[config.mk]
export PLATFORM = sky130hd
export DESIGN_NAME = shuffled_order_navigator_flat
export DESIGN_NICKNAME = d
export VERILOG_FILES = /design/src/rtl/son_pkg.sv /design/src/rtl/son_req_if.sv /design/src/rtl/son_res_if.sv /design/src/rtl/shuffled_order_navigator.sv /design/src/flat_wrapper.sv
export SDC_FILE = /design/constraint.sdc
export NUM_CORES = 2
export LEC_CHECK = 0
export BUFFER_PORTS_ARGS = -buffer_cell sky130_fd_sc_hd__buf_2
export CAP_MARGIN = 20
export CORE_MARGIN = 2
export CORE_UTILIZATION = 50
export DETAILED_ROUTE_END_ITERATION = 12
export PLACE_DENSITY = 0.65
export SLEW_MARGIN = 10
export SYNTH_ARGS = -nofsm -noshare
export SYNTH_HDL_FRONTEND = slang
export SYNTH_SLANG_ARGS = --single-unit
export TNS_END_PERCENT = 30
[constraint.sdc]
create_clock -name clk -period 41.9 [get_ports clk]
set_clock_uncertainty 0.05 [all_clocks]
set_input_delay 4.19 -clock clk [delete_from_list [all_inputs] [get_ports clk]]
set_output_delay 4.19 -clock clk [all_outputs]
set_load 0.01 [all_outputs]
[src/rtl/son_pkg.sv]
// shared constants, codes and transfer types of the shuffled order navigator
`default_nettype none
package son_pkg;
	localparam int MAX_TRACKS = 256;
	localparam int ADDR_W     = $clog2(MAX_TRACKS);
	localparam int CNT_W      = 9;
	localparam int ENTRY_W    = 8;
	localparam int CMD_W      = 3;
	localparam int SEED_W     = 32;
	localparam int CFG_IDX_W  = 1;
	localparam int CFG_DATA_W = 32;

	localparam int DIV_BITS   = 4;
	localparam int DIV_STEPS  = SEED_W / DIV_BITS;
	localparam int DIV_CNT_W  = $clog2(DIV_STEPS);

	localparam logic [SEED_W-1:0] SEED_DEFAULT = 32'd2463534242;

	localparam logic [CMD_W-1:0] CMD_NEXT        = 3'd0;
	localparam logic [CMD_W-1:0] CMD_PREV        = 3'd1;
	localparam logic [CMD_W-1:0] CMD_SHUFFLE_ON  = 3'd2;
	localparam logic [CMD_W-1:0] CMD_SHUFFLE_OFF = 3'd3;
	localparam logic [CMD_W-1:0] CMD_TOGGLE      = 3'd4;

	localparam logic [CFG_IDX_W-1:0] REG_TRACK_COUNT = 1'd0;
	localparam logic [CFG_IDX_W-1:0] REG_RANDOM_SEED = 1'd1;

	typedef struct packed {
		logic [CMD_W-1:0]   command;
		logic [ENTRY_W-1:0] current_index;
	} req_t;

	typedef struct packed {
		logic [ENTRY_W-1:0] track_index;
		logic               track_valid;
		logic               shuffle_active;
	} res_t;
endpackage
`default_nettype wire

[src/rtl/son_req_if.sv]
// command channel: valid, ready and the command item
`default_nettype none
interface son_req_if;
	logic            valid;
	logic            ready;
	son_pkg::req_t   data;

	modport source (output valid, output data, input ready);
	modport sink (input valid, input data, output ready);
endinterface
`default_nettype wire

[src/rtl/son_res_if.sv]
// result channel: valid, ready and the result item
`default_nettype none
interface son_res_if;
	logic            valid;
	logic            ready;
	son_pkg::res_t   data;

	modport source (output valid, output data, input ready);
	modport sink (input valid, input data, output ready);
endinterface
`default_nettype wire

[src/rtl/shuffled_order_navigator.sv]
// shuffled order navigator top level: order memory, scan, shuffle sequencer
// next/prev: with shuffle on, scan the order memory, then fetch the neighbour
// shuffle on: identity fill, then draw, 8-step modulo, swap
// one command at a time; the 256-entry order memory's single read port sets the pace
// after reset a pass loads the identity into the memory; request.ready stays low
// reset clears control state, the shuffle flag, track count and the generator to its seed
`default_nettype none
module shuffled_order_navigator (
	input  wire logic                            clk,
	input  wire logic                            arst_n,
	input  wire logic                            cfg_we,
	input  wire logic [son_pkg::CFG_IDX_W-1:0]   cfg_index,
	input  wire logic [son_pkg::CFG_DATA_W-1:0]  cfg_data,
	son_req_if.sink                              request,
	son_res_if.source                            result
);
	localparam logic [3:0] ST_INIT   = 4'd0;
	localparam logic [3:0] ST_IDLE   = 4'd1;
	localparam logic [3:0] ST_SCAN   = 4'd2;
	localparam logic [3:0] ST_FETCH  = 4'd3;
	localparam logic [3:0] ST_DRAW   = 4'd4;
	localparam logic [3:0] ST_DIV    = 4'd5;
	localparam logic [3:0] ST_SWAP_A = 4'd6;
	localparam logic [3:0] ST_SWAP_B = 4'd7;
	localparam logic [3:0] ST_DONE   = 4'd8;

	logic [son_pkg::ENTRY_W-1:0] order_mem [son_pkg::MAX_TRACKS];
	logic [son_pkg::ENTRY_W-1:0] rd_data_q;
	logic                        rd_en;
	logic [son_pkg::ADDR_W-1:0]  rd_addr;
	logic                        wr_en;
	logic [son_pkg::ADDR_W-1:0]  wr_addr;
	logic [son_pkg::ENTRY_W-1:0] wr_data;

	logic [3:0]                     state_q;
	logic [son_pkg::CNT_W-1:0]      cnt_q;
	logic [son_pkg::CNT_W-1:0]      lim_q;
	logic                           shuf_pend_q;
	logic                           flag_q;
	logic [son_pkg::CNT_W-1:0]      track_count_q;
	logic [son_pkg::SEED_W-1:0]     rng_q;
	logic [son_pkg::ENTRY_W-1:0]    cur_q;
	logic                           fwd_q;
	logic                           scan_vld_s1;
	logic [son_pkg::ADDR_W-1:0]     scan_pos_s1;
	logic [son_pkg::SEED_W-1:0]     div_q;
	logic [son_pkg::ENTRY_W-1:0]    rem_q;
	logic [son_pkg::DIV_CNT_W-1:0]  div_cnt_q;
	logic [son_pkg::ADDR_W-1:0]     j_q;
	logic [son_pkg::ENTRY_W-1:0]    ti_q;
	logic [son_pkg::ENTRY_W-1:0]    res_idx_q;
	logic                           res_vld_q;
	logic                           out_valid_q;
	son_pkg::res_t                  out_data_q;

	logic [son_pkg::CNT_W-1:0]      eff_n;
	logic                           req_xfer;
	logic                           out_free;
	logic [son_pkg::SEED_W-1:0]     rng_nx;
	logic [son_pkg::CNT_W-1:0]      divisor;
	logic [son_pkg::ENTRY_W-1:0]    rem_nx;
	logic                           match;
	logic [son_pkg::CNT_W-1:0]      pos_ext;
	logic [son_pkg::ADDR_W-1:0]     nb_addr;
	logic [son_pkg::CNT_W-1:0]      cur_inc;
	logic [son_pkg::ENTRY_W-1:0]    arith_idx;

	function automatic logic [son_pkg::SEED_W-1:0] xorshift(
		input logic [son_pkg::SEED_W-1:0] s
	);
		logic [son_pkg::SEED_W-1:0] x;
		x = s;
		x = x ^ (x << 13);
		x = x ^ (x >> 17);
		x = x ^ (x << 5);
		return x;
	endfunction

	// restoring remainder, DIV_BITS dividend bits per call, msb first
	function automatic logic [son_pkg::ENTRY_W-1:0] mod_step(
		input logic [son_pkg::ENTRY_W-1:0]  rem,
		input logic [son_pkg::DIV_BITS-1:0] bits,
		input logic [son_pkg::CNT_W-1:0]    d
	);
		logic [son_pkg::CNT_W-1:0]   t;
		logic [son_pkg::ENTRY_W-1:0] r;
		r = rem;
		for (int k = son_pkg::DIV_BITS - 1; k >= 0; k--) begin
			t = {r, bits[k]};
			if (t >= d) begin
				t = t - d;
			end
			r = t[son_pkg::ENTRY_W-1:0];
		end
		return r;
	endfunction

	assign eff_n = (track_count_q > son_pkg::CNT_W'(son_pkg::MAX_TRACKS)) ?
		son_pkg::CNT_W'(son_pkg::MAX_TRACKS) : track_count_q;

	assign request.ready = (state_q == ST_IDLE);
	assign req_xfer      = request.valid && request.ready;
	assign out_free      = !out_valid_q || result.ready;
	assign result.valid  = out_valid_q;
	assign result.data   = out_data_q;

	assign rng_nx  = xorshift(rng_q);
	assign divisor = cnt_q + son_pkg::CNT_W'(1);
	assign rem_nx  = mod_step(rem_q, div_q[son_pkg::SEED_W-1 -: son_pkg::DIV_BITS], divisor);

	assign match   = scan_vld_s1 && (rd_data_q == cur_q);
	assign pos_ext = {1'b0, scan_pos_s1};
	assign cur_inc = {1'b0, cur_q} + son_pkg::CNT_W'(1);

	always_comb begin
		if (fwd_q) begin
			nb_addr = ((pos_ext + son_pkg::CNT_W'(1)) < lim_q) ?
				scan_pos_s1 + son_pkg::ADDR_W'(1) : '0;
			arith_idx = (cur_inc >= lim_q) ? '0 : cur_inc[son_pkg::ENTRY_W-1:0];
		end else begin
			nb_addr = (scan_pos_s1 != '0) ? scan_pos_s1 - son_pkg::ADDR_W'(1) :
				son_pkg::ADDR_W'(lim_q - son_pkg::CNT_W'(1));
			arith_idx = (cur_q == '0) ? son_pkg::ENTRY_W'(lim_q - son_pkg::CNT_W'(1)) :
				cur_q - son_pkg::ENTRY_W'(1);
		end
	end

	// memory port control
	always_comb begin
		rd_en   = 1'b0;
		rd_addr = '0;
		wr_en   = 1'b0;
		wr_addr = '0;
		wr_data = '0;
		case (state_q)
			ST_INIT: begin
				if (cnt_q < lim_q) begin
					wr_en   = 1'b1;
					wr_addr = cnt_q[son_pkg::ADDR_W-1:0];
					wr_data = son_pkg::ENTRY_W'(cnt_q);
				end
			end
			ST_SCAN: begin
				if (match) begin
					rd_en   = 1'b1;
					rd_addr = nb_addr;
				end else if (flag_q && cnt_q < lim_q) begin
					rd_en   = 1'b1;
					rd_addr = cnt_q[son_pkg::ADDR_W-1:0];
				end
			end
			ST_DRAW: begin
				rd_en   = 1'b1;
				rd_addr = cnt_q[son_pkg::ADDR_W-1:0];
			end
			ST_DIV: begin
				if (div_cnt_q == son_pkg::DIV_CNT_W'(son_pkg::DIV_STEPS - 1)) begin
					rd_en   = 1'b1;
					rd_addr = son_pkg::ADDR_W'(rem_nx);
				end
			end
			ST_SWAP_A: begin
				wr_en   = 1'b1;
				wr_addr = cnt_q[son_pkg::ADDR_W-1:0];
				wr_data = rd_data_q;
			end
			ST_SWAP_B: begin
				wr_en   = 1'b1;
				wr_addr = j_q;
				wr_data = ti_q;
			end
			default: begin
			end
		endcase
	end

	always_ff @(posedge clk) begin
		if (wr_en) begin
			order_mem[wr_addr] <= wr_data;
		end
		if (rd_en) begin
			rd_data_q <= order_mem[rd_addr];
		end
	end

	always_ff @(posedge clk or negedge arst_n) begin
		if (!arst_n) begin
			state_q       <= ST_INIT;
			cnt_q         <= '0;
			lim_q         <= son_pkg::CNT_W'(son_pkg::MAX_TRACKS);
			shuf_pend_q   <= 1'b0;
			flag_q        <= 1'b0;
			track_count_q <= '0;
			rng_q         <= son_pkg::SEED_DEFAULT;
			cur_q         <= '0;
			fwd_q         <= 1'b0;
			scan_vld_s1   <= 1'b0;
			scan_pos_s1   <= '0;
			div_q         <= '0;
			rem_q         <= '0;
			div_cnt_q     <= '0;
			j_q           <= '0;
			ti_q          <= '0;
			res_idx_q     <= '0;
			res_vld_q     <= 1'b0;
			out_valid_q   <= 1'b0;
			out_data_q    <= '0;
		end else begin
			scan_vld_s1 <= (state_q == ST_SCAN) && !match && flag_q && (cnt_q < lim_q);

			if (out_valid_q && result.ready && (state_q != ST_DONE)) begin
				out_valid_q <= 1'b0;
			end

			case (state_q)
				ST_INIT: begin
					if (cnt_q < lim_q) begin
						cnt_q <= cnt_q + son_pkg::CNT_W'(1);
					end else if (shuf_pend_q) begin
						shuf_pend_q <= 1'b0;
						if (lim_q < son_pkg::CNT_W'(2)) begin
							state_q <= ST_DONE;
						end else begin
							cnt_q   <= lim_q - son_pkg::CNT_W'(1);
							state_q <= ST_DRAW;
						end
					end else begin
						state_q <= ST_IDLE;
					end
				end
				ST_IDLE: begin
					if (req_xfer) begin
						lim_q     <= eff_n;
						cur_q     <= request.data.current_index;
						fwd_q     <= (request.data.command == son_pkg::CMD_NEXT);
						cnt_q     <= '0;
						res_idx_q <= '0;
						res_vld_q <= 1'b0;
						case (request.data.command)
							son_pkg::CMD_NEXT, son_pkg::CMD_PREV: begin
								state_q <= (eff_n == '0) ? ST_DONE : ST_SCAN;
							end
							son_pkg::CMD_SHUFFLE_ON: begin
								flag_q      <= 1'b1;
								shuf_pend_q <= 1'b1;
								state_q     <= ST_INIT;
							end
							son_pkg::CMD_SHUFFLE_OFF: begin
								flag_q  <= 1'b0;
								state_q <= ST_DONE;
							end
							son_pkg::CMD_TOGGLE: begin
								if (flag_q) begin
									flag_q  <= 1'b0;
									state_q <= ST_DONE;
								end else begin
									flag_q      <= 1'b1;
									shuf_pend_q <= 1'b1;
									state_q     <= ST_INIT;
								end
							end
							default: begin
								state_q <= ST_DONE;
							end
						endcase
					end
				end
				ST_SCAN: begin
					if (match) begin
						state_q <= ST_FETCH;
					end else if (flag_q && cnt_q < lim_q) begin
						scan_pos_s1 <= cnt_q[son_pkg::ADDR_W-1:0];
						cnt_q       <= cnt_q + son_pkg::CNT_W'(1);
					end else if (!scan_vld_s1) begin
						// index not in the table, or shuffle off
						res_idx_q <= arith_idx;
						res_vld_q <= 1'b1;
						state_q   <= ST_DONE;
					end
				end
				ST_FETCH: begin
					res_idx_q <= rd_data_q;
					res_vld_q <= 1'b1;
					state_q   <= ST_DONE;
				end
				ST_DRAW: begin
					rng_q     <= rng_nx;
					div_q     <= rng_nx;
					rem_q     <= '0;
					div_cnt_q <= '0;
					state_q   <= ST_DIV;
				end
				ST_DIV: begin
					rem_q     <= rem_nx;
					div_q     <= div_q << son_pkg::DIV_BITS;
					div_cnt_q <= div_cnt_q + son_pkg::DIV_CNT_W'(1);
					if (div_cnt_q == son_pkg::DIV_CNT_W'(son_pkg::DIV_STEPS - 1)) begin
						ti_q    <= rd_data_q;
						j_q     <= son_pkg::ADDR_W'(rem_nx);
						state_q <= ST_SWAP_A;
					end
				end
				ST_SWAP_A: begin
					state_q <= ST_SWAP_B;
				end
				ST_SWAP_B: begin
					if (cnt_q == son_pkg::CNT_W'(1)) begin
						state_q <= ST_DONE;
					end else begin
						cnt_q   <= cnt_q - son_pkg::CNT_W'(1);
						state_q <= ST_DRAW;
					end
				end
				ST_DONE: begin
					if (out_free) begin
						out_valid_q                <= 1'b1;
						out_data_q.track_index     <= res_idx_q;
						out_data_q.track_valid     <= res_vld_q;
						out_data_q.shuffle_active  <= flag_q;
						state_q                    <= ST_IDLE;
					end
				end
				default: begin
					state_q <= ST_IDLE;
				end
			endcase

			// configuration writes
			if (cfg_we) begin
				case (cfg_index)
					son_pkg::REG_TRACK_COUNT: begin
						track_count_q <= cfg_data[son_pkg::CNT_W-1:0];
					end
					son_pkg::REG_RANDOM_SEED: begin
						rng_q <= (cfg_data[son_pkg::SEED_W-1:0] == '0) ?
							son_pkg::SEED_DEFAULT : cfg_data[son_pkg::SEED_W-1:0];
					end
					default: begin
					end
				endcase
			end
		end
	end
endmodule
`default_nettype wire

[src/flat_wrapper.sv]
// flat-port wrapper written by rule: the top's interface ports become plain ports
module shuffled_order_navigator_flat 
  (clk, arst_n, cfg_we, cfg_index, cfg_data, request_valid, request_data, request_ready, result_valid, result_data, result_ready);
  son_req_if request_i ();
  son_res_if result_i ();
  input  wire logic clk;
  input  wire logic arst_n;
  input  wire logic cfg_we;
  input  wire logic [son_pkg::CFG_IDX_W-1:0] cfg_index;
  input  wire logic [son_pkg::CFG_DATA_W-1:0] cfg_data;
  input wire logic [$bits(request_i.valid)-1:0] request_valid;
  input wire logic [$bits(request_i.data)-1:0] request_data;
  output wire logic [$bits(request_i.ready)-1:0] request_ready;
  output wire logic [$bits(result_i.valid)-1:0] result_valid;
  output wire logic [$bits(result_i.data)-1:0] result_data;
  input wire logic [$bits(result_i.ready)-1:0] result_ready;
  assign request_i.valid = request_valid;
  assign request_i.data = request_data;
  assign request_ready = request_i.ready;
  assign result_valid = result_i.valid;
  assign result_data = result_i.data;
  assign result_i.ready = result_ready;
  shuffled_order_navigator u_core (.clk(clk), .arst_n(arst_n), .cfg_we(cfg_we), .cfg_index(cfg_index), .cfg_data(cfg_data), .request(request_i), .result(result_i));
endmodule
==> flow_summary.json <==
{
  "synth_compound_area_share_pct": 8.873,
  "syn_area_um2": 95210,
  "grt_pass1_wl_um": 396300,
  "power_leakage_nw": 38.92,
  "fp.dieH_um": 440.4,
  "portBuffers": 60,
  "p_sw_mw": 1.987,
  "pwr-share-comb_pct": 26.9,
  "seq_area_um2": 65810,
  "hold_buffers": 0,
  "tns_ns": 0,
  "wire_per_inst_um": 28.22,
  "synth_seq_cells": 2218,
  "synth_fa_ha_area_share_pct": 0.9541,
  "drt-initial-drc-count": 8070,
  "die_area_um2": 193900,
  "postPlaceCellArea_um2": 97830,
  "root_buffer": "clkbuf_16",
  "instances_no_fill": 9703,
  "cts_setup_buffers": 0,
  "slowest_delay_ns": 0.81,
  "cp.required_ns": 42.46,
  "syn_inst": 7034,
  "worst_pin_slew_ns": 1.232,
  "pre_cts_slack_ns": 25.45,
  "worstSetupPathType": "flop to flop",
  "grt_max_degree": 257,
  "clkPwrFrac_pct": 32.7,
  "viasPerCell": 6.261,
  "rows": 160,
  "routed_wl_um": 273800,
  "first_pass_iters": 8,
  "fill_cells": 15089,
  "syn_to_final_growth_pct": 10.52,
  "hold_path.class": "flop to flop",
  "cts_buffers": 221,
  "crit_slowest_cell": "buf_4",
  "synth_edf_count": 2056,
  "finalMaxSlewViolations": 0,
  "place_inst": 9294,
  "drcViolationCount": 0,
  "power_mw": 6.054,
  "setup_violations": 0,
  "maxCapViolations": 0,
  "muxShareOfSynthArea_pct": 6.718,
  "power_density_nw_per_um2": 57.54,
  "insertion_delay_ns": 0.87,
  "most-common-layout-cells": "edfxtp_1 (2056), nand2_1 (1178), mux2i_1 (576)",
  "cts.sinks": 2218,
  "sw_frac_of_total_pct": 32.81,
  "period_needed_ns": 16.64,
  "num_vias": 60747,
  "yosys.area_share.simple_pct": 10.11,
  "cts_tree": "yes",
  "fin_ws_ns": 25.26,
  "seq_power_share_pct": 40.4,
  "antenna_found_initial": 11,
  "synth_top_family_by_area": "simple AND/OR/NAND/NOR gates",
  "htreeDepth": 4,
  "finalWeightedCongestion": 0.9228,
  "netlist-cell-type-count": 109,
  "globalRouteOverflowTotal": 0,
  "cp_data_arrival_time_ns": 17.20,
  "yosysWarnings": 0,
  "grt_pass1_vias": 57703,
  "avgSynthCellArea_um2": 13.54,
  "synth_fp_nets": 7149,
  "cp-start-kind": "flop",
  "status": "complete, no violations",
  "grt_use_total_pct": 27.81,
  "max-clock-path-buffers": 3,
  "fin_crit_sh_pct": 39.72,
  "cp-end-kind": "flop",
  "final_common_cell": "edfxtp_1",
  "p_int_mw": 4.068,
  "async_reset_ff_share_pct": 7.304,
  "synthFlopType": "edfxtp_1",
  "nNetsFinal": 7128,
  "relSlewSlack_pct": 17.88,
  "ir_drop_uv": 290.5,
  "cp_common_cell": "a21o_1",
  "ctsResizeCount": 0,
  "path_clk_slew_ns": 0.06,
  "drive_gt1_share_pct": 9.499,
  "ys_seq_area_share_pct": 69.13,
  "synth-xor-area-share_pct": 1.510,
  "core_area_um2": 189600,
  "fin_area_um2": 105200,
  "hold_violations": 0,
  "final_antenna_net_count": 0,
  "start_util_pct": 50.22,
  "multi_input_area_um2": 27120,
  "timing.fmax_mhz": 60.09,
  "io_pins": 61,
  "hpwl_um": 164400,
  "grt_setup_unrepaired": "false",
  "die_width_um": 440.4,
  "crit_fanout": 137
}
state kept, by name (all words and copies together), names as in the netlist:
signal / cells
u_core.j_q: 8
u_core.res_idx_q: 8
u_core.scan_vld_s1: 1
u_core.state_q: 4
u_core.shuf_pend_q: 1
u_core.track_count_q: 9
u_core.rng_q: 32
u_core.cur_q: 8
u_core.div_q: 32
u_core.cnt_q: 9
u_core.scan_pos_s1: 8
u_core.fwd_q: 1
u_core.lim_q: 9
u_core.result.data: 10
u_core.res_vld_q: 1
u_core.rem_q: 8
u_core.flag_q: 1
u_core.rd_data_q: 8
u_core.div_cnt_q: 3
u_core.order_mem: 2048
u_core.result.valid: 1
u_core.ti_q: 8
metal layers:
metal | wire, um | vias to the layer above | GRT usage [%]
met5 | 53 | - | 0
met4 | 11750 | 10 | 11.08
met3 | 27710 | 579 | 5.991
met2 | 126900 | 3157 | 43.50
met1 | 107400 | 30500 | 38.02
li1 | - | 26501 | -
per-stage QoR:
step	util, %	hold WS [ns]
2_1_floorplan	-	0.3928
4_1_cts	55.43	0.4248
3_5_place_dp	51.60	0.4124
3_3_place_gp	51.60	0.4033
5_1_grt	55.50	0.4439
6_report	55.50	0.4203
cell families (layout without fill, tap and decap cells):
family	Yosys count	count (layout)
adder cells (fa/ha/maj)	71	71
XOR/XNOR	158	158
other	0	2
AND/OR/NAND/NOR	2245	2245
multiplexers	632	632
AO/OA/AOI/OAI	1191	1191
flip-flops	2218	2218
buffers and inverters	519	675
worst paths after layout:
path / from / end / slack (ns) / depth (start not counted)
setup / recovery: u_core.cnt_q[0] / u_core.rd_data_q[4] / 25.26 / 56
hold / removal: u_core.div_cnt_q[1] / u_core.div_cnt_q[1] / 0.42 / 2
setup reg to reg: u_core.cnt_q[0] / u_core.rd_data_q[4] / 25.26 / 56
hold reg to reg: u_core.div_cnt_q[1] / u_core.div_cnt_q[1] / 0.42 / 2
max in group asynchronous: arst_n / u_core.j_q[3] / 37.24 / 3
min in group asynchronous: arst_n / u_core.rng_q[14] / 3.34 / 1
synthesized netlist by cell type, types with 46 or more instances:
cell          n  share of area (%)
nand2_1    1186                4.7
o2111ai_1    46               0.42
a21oi_1     269                1.4
buf_2       154               0.81
edfxtp_1   2056                 65
nand3_1     383                2.0
mux2_2       56               0.66
mux2i_1     576                6.1
inv_1        74               0.29
xnor2_1      92               0.85
dfrtp_1     147                3.9
o211ai_1     50               0.39
a22oi_1     172                1.4
and3_1       47               0.31
nor2_1      412                1.6
o21ai_0     149               0.78
ha_1         62               0.81
xor2_1       62               0.57
clkbuf_1    176               0.69
a32oi_1      52               0.48
buf_4        72               0.57
a221oi_1     46               0.42
a31oi_1      56               0.37
power groups by stage:
| stage | Sequential [mW] | Clock [mW] | Combinational (mW) |
|---|---|---|---|
| global placement | 2.49 | 0 | 1.58 |
| floorplan | 2.48 | 0 | 1.10 |
| global route | 2.45 | 2.08 | 1.73 |
| detailed placement | 2.49 | 0 | 1.58 |
| CTS | 2.44 | 2.00 | 1.59 |
| finish | 2.44 | 1.98 | 1.63 |
area by class of cell:
cell class                      count  area share [%]
Inverter                           77          0.2747
Timing Repair Buffer              198           1.516
Multi-Input combinational cell   4297           25.78
Sequential cell                  2218           62.55
Antenna cell                        2        0.004757
Tap cell                         2511           2.986
Clock inverter                    129           1.412
Clock buffer                      271           5.483
critical path: cells and delay by family (launching register included):
family          cells  cell delay [ns]
fa+ha+maj           6             2.12
flops               1             0.67
compound gates     28             6.76
mux                 1             0.42
buf+inv             8             3.23
simple gates       13             2.74
Power figures use the tool's default switching activity.
